===== src/hw/rtl/assert_macros.svh =====
// assertion macros included by the executor top level
`ifndef ASSERT_MACROS_SVH
`define ASSERT_MACROS_SVH
`ifndef NO_ASSERTIONS
`define ASSERT_IMPLY(lbl, clk, rst, ante, cons) \
   lbl: assert property (@(posedge clk) disable iff (rst) (ante) |-> (cons)) \
      else $error("assertion failed");
`define ASSERT_NEXT(lbl, clk, rst, ante, cons) \
   lbl: assert property (@(posedge clk) disable iff (rst) (ante) |=> (cons)) \
      else $error("assertion failed");
`define ASSERT_ALWAYS(lbl, clk, rst, cond) \
   lbl: assert property (@(posedge clk) disable iff (rst) (cond)) \
      else $error("assertion failed");
`else
`define ASSERT_IMPLY(lbl, clk, rst, ante, cons)
`define ASSERT_NEXT(lbl, clk, rst, ante, cons)
`define ASSERT_ALWAYS(lbl, clk, rst, cond)
`endif
`endif


===== src/hw/rtl/sie_ram.sv =====
// generic single-write, single-read synchronous ram with registered read
module sie_ram #(
   parameter int WIDTH = 32,
   parameter int DEPTH = 32
) (
   input  logic                     clock,
   input  logic                     we,
   input  logic [$clog2(DEPTH)-1:0] waddr,
   input  logic [WIDTH-1:0]         wdata,
   input  logic                     re,
   input  logic [$clog2(DEPTH)-1:0] raddr,
   output logic [WIDTH-1:0]         rdata
);
   logic [WIDTH-1:0] mem_ff [DEPTH];
   logic [WIDTH-1:0] rdata_ff;

   // read during write to the same entry returns the old word
   always_ff @(posedge clock) begin
      if (we) begin
         mem_ff[waddr] <= wdata;
      end
      if (re) begin
         rdata_ff <= mem_ff[raddr];
      end
   end

   assign rdata = rdata_ff;
endmodule


===== config.mk =====
export PLATFORM = sky130hd
export DESIGN_NAME = sie_ram
export DESIGN_NICKNAME = d
export VERILOG_FILES = /design/src/hw/rtl/assert_macros.svh /design/src/hw/rtl/sie_ram.sv
export SDC_FILE = /design/constraint.sdc
export NUM_CORES = 1
export LEC_CHECK = 0
export ABC_AREA = 1
export BUFFER_PORTS_ARGS = -buffer_cell sky130_fd_sc_hd__buf_2
export CAP_MARGIN = 20
export CORE_ASPECT_RATIO = 1.25
export CORE_UTILIZATION = 50
export DETAILED_ROUTE_END_ITERATION = 10
export MAX_ROUTING_LAYER = met4
export PLACE_DENSITY = 0.74
export SKIP_CTS_REPAIR_TIMING = 1
export SLEW_MARGIN = 20
export SYNTH_ARGS = -nofsm -noshare
export SYNTH_HDL_FRONTEND = slang
export SYNTH_SLANG_ARGS = --single-unit
export TNS_END_PERCENT = 30

===== constraint.sdc =====
create_clock -name clock -period 5.9 [get_ports clock]
set_clock_uncertainty 0.1 [all_clocks]
set_input_delay 0.295 -clock clock [delete_from_list [all_inputs] [get_ports clock]]
set_output_delay 0.295 -clock clock [all_outputs]
set_load 0.1 [all_outputs]

# Word level (Yosys, flattened, before mapping)
# Memories as Yosys holds them, arrays and structs flattened. A register that Yosys moved wholly into a read port is not among the register bits.
# Cells that the tools add are included.
dict set report word_totals {
  reg_bits 0
  mem_bits_rw 1024
  in_bits 45
  output_inout_bits 32
  word_cells 3
  n_memories 1
}
dict set report classes {
  mux 2
}
# name words word_bits rd rd_ports_with_merged_regs write_ports line
set mem_list {}
lappend mem_list {mem_ff 32 32 1 1 1 sie_ram.sv:14} ;# logic [WIDTH-1:0] mem_ff [DEPTH];
# op n
set op_table {}
lappend op_table {{$mux 1} 2}

# Depth between registers and ports, before layout
# Gate-level depths: netlist of run 1.
dict set report logic_depth {
  word_depth 2
  mapped_depth 12
  mapped_depth_nobuf 9
}

# Least setup slack after synthesis of run 1
# OpenSTA, ideal clock, no wires.
dict set report synth_path {
  path_kind {input-to-reg}
  from {input waddr[0]}
  to {memory mem_ff[0][0] (enable)}
  arrival_ns 1.950
  required_time_ns 5.379
  slack_ns 3.429
  cell_stages 3
  path_buffers 0
  path_cell_list {inv_1 > nand3_1 > nor2_1}
}
# element line
set synth_lines {}
lappend synth_lines {{start, declared} sie_ram.sv:8} ;# input logic [$clog2(DEPTH)-1:0] waddr,
lappend synth_lines {{end, declared} sie_ram.sv:14}
# No word-level cell before the write port.

==> results of run 1 <==
[worst paths after layout]
path | cells past startpoint | endpoint | slack [ps] | from
setup / recovery | 11 | rdata[13] | 2880 | raddr[0]
setup reg to reg | 8 | rdata[31] | 4260 | mem_ff[17][31]
hold reg to reg | 8 | rdata[11] | 710 | mem_ff[6][11]
hold / removal | 1 | mem_ff[14][19] | 20 | wdata[19]
[layout by cell type, fill, tap and decap left out, types with 14 or more instances in the layout]
| cell type | Yosys | final |
|---|---|---|
| edfxtp_1 | 1056 | 1056 |
| buf_4 | 24 | 48 |
| clkbuf_16 | 0 | 94 |
| clkbuf_1 | 24 | 16 |
| bufinv_16 | 0 | 14 |
| clkinv_1 | 0 | 21 |
| clkinv_2 | 0 | 14 |
| nand2_1 | 1440 | 1440 |
| nor2_4 | 0 | 32 |
| nand3_1 | 780 | 780 |
| buf_2 | 83 | 71 |
[cells by family after synthesis]
group                  Yosys count
AND/OR/NAND/NOR               2252
flip-flops                    1056
buffers and inverters          228
[layer usage]
metal	GRT usage (%)	vias up
met5	-	-
met4	11.53	0
met3	3.444	255
met2	43.20	1498
met1	31.90	13309
li1	-	12354
[registers in the layout, indices dropped and copies added (netlist names)]
| name | flops |
|---|---|
| rdata | 32 |
| mem_ff | 1024 |
[power by group]
part           switching (mW)  internal [mW]
Clock                    2.66           3.54
Combinational           0.814          0.223
Sequential             0.0338           8.37
Total                    3.51           12.1
[worst reg2reg max path, delay by kind of cell, from the launching register on]
kind / cells / cell delay [ps]
AND/OR/NAND/NOR: 8 / 880
flip-flops: 1 / 360
[per-stage QoR]
stage               setup slack [ps]  hold slack (ps)  area (um^2)
global placement                2507            688.7        43610
detailed placement              2442            698.6        43610
finish                          2883            21.17        46740
global route                    2796            30.79        46730
CTS                             3038           -2.349        46690
floorplan                       3429            293.9        42730
[area by class of cell]
cell class | instances | share of cell area, %
Antenna cell | 6 | 0.03213
Sequential cell | 1056 | 67.85
Timing Repair Buffer | 126 | 1.788
Multi-Input combinational cell | 2252 | 20.69
Tap cell | 1089 | 2.915
Clock inverter | 57 | 1.419
Inverter | 10 | 0.1446
Clock buffer | 110 | 5.162
==> summary.txt, run 1 <==
Starting DRT DRC Count: 3516
FMAX: 331.5 MHz
Synth Area in Compound Gates: 0%
Final wirelength: 109.5 mm
Metal3 WL: 9.871 mm
Post-synthesis mux area share: 0%
Area share of the largest cell type after synthesis: 74.22%
Rows: 119
Skew-Pair Late Insertion Delay: 670 ps
TritonCTS Sinks: 1056
Total power: 15.64 mW
ANT nets after route: 0
DRC: 0
Max-cap check violation count: 0
Adder-Cell Fraction of Synth Area: 0%
Main combinational cell family by area after synthesis: simple AND/OR/NAND/NOR gates
Grt ovf: 0
Tmin final: 3017 ps
Async set or reset register ratio after synthesis: 0%
Via-per-instance ratio: 5.826
Post-DP HPWL: 51.83 mm
Uppermost layer routed: met4
Synth area leader: edfxtp_1
Setup violators final: 0
Critical path buffers and inverters: 3
Synth Area in Simple Gates: 22.07%
Fill count: 6525
CORE AREA: 84420 um^2
RSZ-0062 raised after global routing: no
Area growth syn-to-layout: 9.386%
Clock Tree Buf Depth: 3
Status: complete, no violations
Worst path top cell family by delay: buffers and inverters
Clock root buffer: clkbuf_16
Yosys warns: 0
Seq/Total Area, Yosys: 74.22%
Top post-synthesis cells by count: nand2_1 (1440), edfxtp_1 (1056), nand3_1 (780), buf_2 (83), buf_6 (66)
Top post-synthesis cells by area: edfxtp_1 (74%), nand2_1 (13%), nand3_1 (9.1%)
PortBufs: 76
Metal-1 WL: 40.60 mm
CTS Buf Count: 93
EDFF count, synth: 1056
Max incr delay on CP: 870 ps
Critical Path Slowest Stage Cell: buf_4
Footprint of the multi-input gates: 9669 um^2
Final #Nets: 3584
Netlist cell types: 13
CP Capture Type: flip-flop
Setup_tns: 0 ps
Yosys reg bits: 1056
Final hold viol count: 0
Worst-margin pin slew: 1074 ps
WL per Instance: 23.27 um
Critical Path RT: 6310 ps
Pwr dens: 334.6 nW/um^2
Die W: 263.5 um
CTS tree: yes
Tot GR Track Use: 25.98%
Leak: 16.94 nW
Syn Nets: 3581
Routed via count: 27416
Count of pins over their slew limit: 0
Top_reg_cell synth: edfxtp_1
Cell count after synthesis: 3536
Seq. cell area: 31710 um^2
Non-filler cells, final: 4706
Crit path cell chain: buf_8 > buf_4 > buf_4 > nand2_1 > nand3_1 > nand3_1 > nand2_1 > nand2_1 > nand2_1 > nand2_1 > nand2_1
Vias in the first global route: 26339
Ratio of cells with drive above 1 in the final layout: 8.086%
I/O pin count: 77
Gp weighted congestion: 0.7980
# placed instances: 4532
Crit path DAT: 3430 ps
Worst-case vdd ir drop: 0.0002041 V
Reg clk slew, reported paths: 60 ps
Largest net degree at the start of global routing: 298
Post-synthesis xor/xnor area fraction: 0%
Post-Route Utilization: 55.36%
Avg Cell Area, Syn: 12.08 um^2
CP Launch Type: input pin
Die Footprint: 86630 um^2
Crit path top cell by count: nand2_1
First-pass GRT wire length: 162.7 mm
Most common cell in the netlist: nand2_1
Final period util: 51.13%
Initial Util: 50.61%
Worst Hold Class: input pin to flip-flop
Drt pass-1 iters: 6
Die Span Y: 328.8 um
Post-synthesis instance area: 42730 um^2
Crit-path max FO: 92
WL met2: 54.23 mm
Initial antenna violation count: 6
Max_slew headroom: 28.23%
Crit Path Category: input pin to flip-flop
H-Tree Depth: 3
No activity file was read; power rests on OpenSTA's default activity.
==> run 2, diff against run 1 <==
--- a/config.mk
+++ b/config.mk
@@ -12,7 +12,7 @@
 export CORE_UTILIZATION = 50
 export DETAILED_ROUTE_END_ITERATION = 10
 export MAX_ROUTING_LAYER = met4
-export PLACE_DENSITY = 0.74
+export PLACE_DENSITY = 0.76
 export SKIP_CTS_REPAIR_TIMING = 1
 export SLEW_MARGIN = 20
 export SYNTH_ARGS = -nofsm -noshare
==> constraint.sdc (replaced) <==
create_clock -name clock -period 2.7 [get_ports clock]
set_clock_uncertainty 0.1 [all_clocks]
set_input_delay 0.135 -clock clock [delete_from_list [all_inputs] [get_ports clock]]
set_output_delay 0.135 -clock clock [all_outputs]
set_load 0.1 [all_outputs]
==> run 2 against run 1 <==
Global-route usage is 0.086 points higher. Routed wire length is 1.2% higher. Flip-flop and latch count stayed put. Total power is 110% higher. Cell area is 1.6% higher. Critical path type is now flip-flop to output pin. Critical endpoint is now rdata[0]. Highest routed layer unchanged.
==> summary.txt, run 2 (synthesis results as in run 1) <==
Final wirelength: 110.8 mm
Pwr dens: 691.3 nW/um^2
Crit. Startpoint: rdata[0]
PortBufs: 76
Metal-1 WL: 39.26 mm
TritonCTS Sinks: 1056
Commonest non-fill, non-tap cell in the layout: nand2_1
Rows: 119
Crit path cell chain: buf_2
Leak: 17.24 nW
Most flops, register: mem_ff
WL met2: 55.69 mm
Worst path top cell family by delay: flip-flops
Status: complete, no violations
First-pass GRT wire length: 162.2 mm
Final #Nets: 3653
Largest net degree at the start of global routing: 150
Skew-Pair Late Insertion Delay: 660 ps
Critical path buffers and inverters: 1
Die Footprint: 86630 um^2
Total power: 32.82 mW
Die W: 263.5 um
Setup violators final: 0
Worst R2R Setup Slack: 1230 ps
Initial antenna violation count: 3
Initial Util: 50.61%
Post-Route Utilization: 56.23%
Clock Tree Buf Depth: 3
Max_slew headroom: 43.13%
Clock root buffer: clkbuf_16
Count of pins over their slew limit: 0
Commonest cells after routing, fill and taps aside: nand2_1 (1440), edfxtp_1 (1056), nand3_1 (780)
Uppermost layer routed: met4
Ratio of cells with drive above 1 in the final layout: 8.952%
CP Depth: 1
Final period util: 71.35%
RSZ-0062 raised after global routing: no
Critical Path End: rdata[0]
Grt ovf: 0
Reg clk slew, reported paths: 70 ps
Worst Hold Slack: 98.36 ps
CORE AREA: 84420 um^2
Vias in the first global route: 26505
CP Launch Type: flip-flop
Routed via count: 27773
Via-per-instance ratio: 5.826
Worst-margin pin slew: 853.1 ps
DRC: 0
FMAX: 519.1 MHz
Worst Hold Class: input pin to flip-flop
H-Tree Depth: 3
FF-to-FF End: rdata[4]
Seq. cell area: 31710 um^2
Die Span Y: 328.8 um
Worst-case vdd ir drop: 0.0004276 V
Max-cap check violation count: 0
Gp weighted congestion: 0.8003
Crit Path Category: flip-flop to output pin
Footprint of the multi-input gates: 9669 um^2
Final hold viol count: 0
# placed instances: 4576
ANT nets after route: 0
Fill count: 6403
Metal3 WL: 10.34 mm
Non-filler cells, final: 4767
CTS tree: yes
Tmin final: 1926 ps
Drt pass-1 iters: 9
Crit-path max FO: 1
Post-DP HPWL: 55.45 mm
Tot GR Track Use: 26.07%
Crit path DAT: 1690 ps
Starting DRT DRC Count: 3933
Reg2reg path depth: 8
Max reg flops: 1024
CTS Buf Count: 87
Critical Path Slowest Stage Cell: edfxtp_1
Max incr delay on CP: 540 ps
Critical Path RT: 2470 ps
Setup_tns: 0 ps
Reg-to-Reg Start: mem_ff[31][4]
WL per Instance: 23.23 um
Area growth syn-to-layout: 11.10%
I/O pin count: 77
CP Capture Type: output pin
run 2: final cells by class:
cell class,instances,area share (%)
diodes,3,0.01581
clock buffers,105,4.818
clock inverters,51,0.7644
inverters,10,0.1423
multi-input cells,2252,20.37
flip-flops and latches,1056,66.80
well taps,1089,2.870
repair buffers,201,4.220
run 2: worst min path at each step:
| stage | startpoint | end | slack, ps | cells after the start |
|---|---|---|---|---|
| after global placement | wdata[20] | mem_ff[29][20] | 520 | 1 |
| after CTS | wdata[27] | mem_ff[5][27] | -140 | 1 |
| after floorplan | wdata[0] | mem_ff[0][0] | 130 | 0 |
| final | re | rdata[30] | 100 | 2 |
| after detailed placement | wdata[27] | mem_ff[27][27] | 530 | 1 |
| after global routing | re | rdata[30] | 100 | 2 |
run 2: layer usage:
layer	track usage, %	vias to the layer above
met5	-	-
met4	13.30	0
met3	3.975	319
met2	43.86	1578
met1	30.48	13397
li1	-	12479
run 2: metrics by stage:
stage	area [um^2]	worst slack, ps
3_5_place_dp	44490	545.3
5_1_grt	47470	721.3
2_1_floorplan	42730	388.5
6_report	47470	773.6
3_3_place_gp	44490	567.9
4_1_cts	47140	769.3
run 2: report_power, final:
| part | switching [mW] | internal [mW] | leakage [nW] |
|---|---|---|---|
| combinational | 1.81 | 0.589 | 6.39 |
| sequential | 0.0815 | 18.3 | 9.55 |
| clock | 5.63 | 6.43 | 1.30 |
| total | 7.52 | 25.3 | 17.2 |
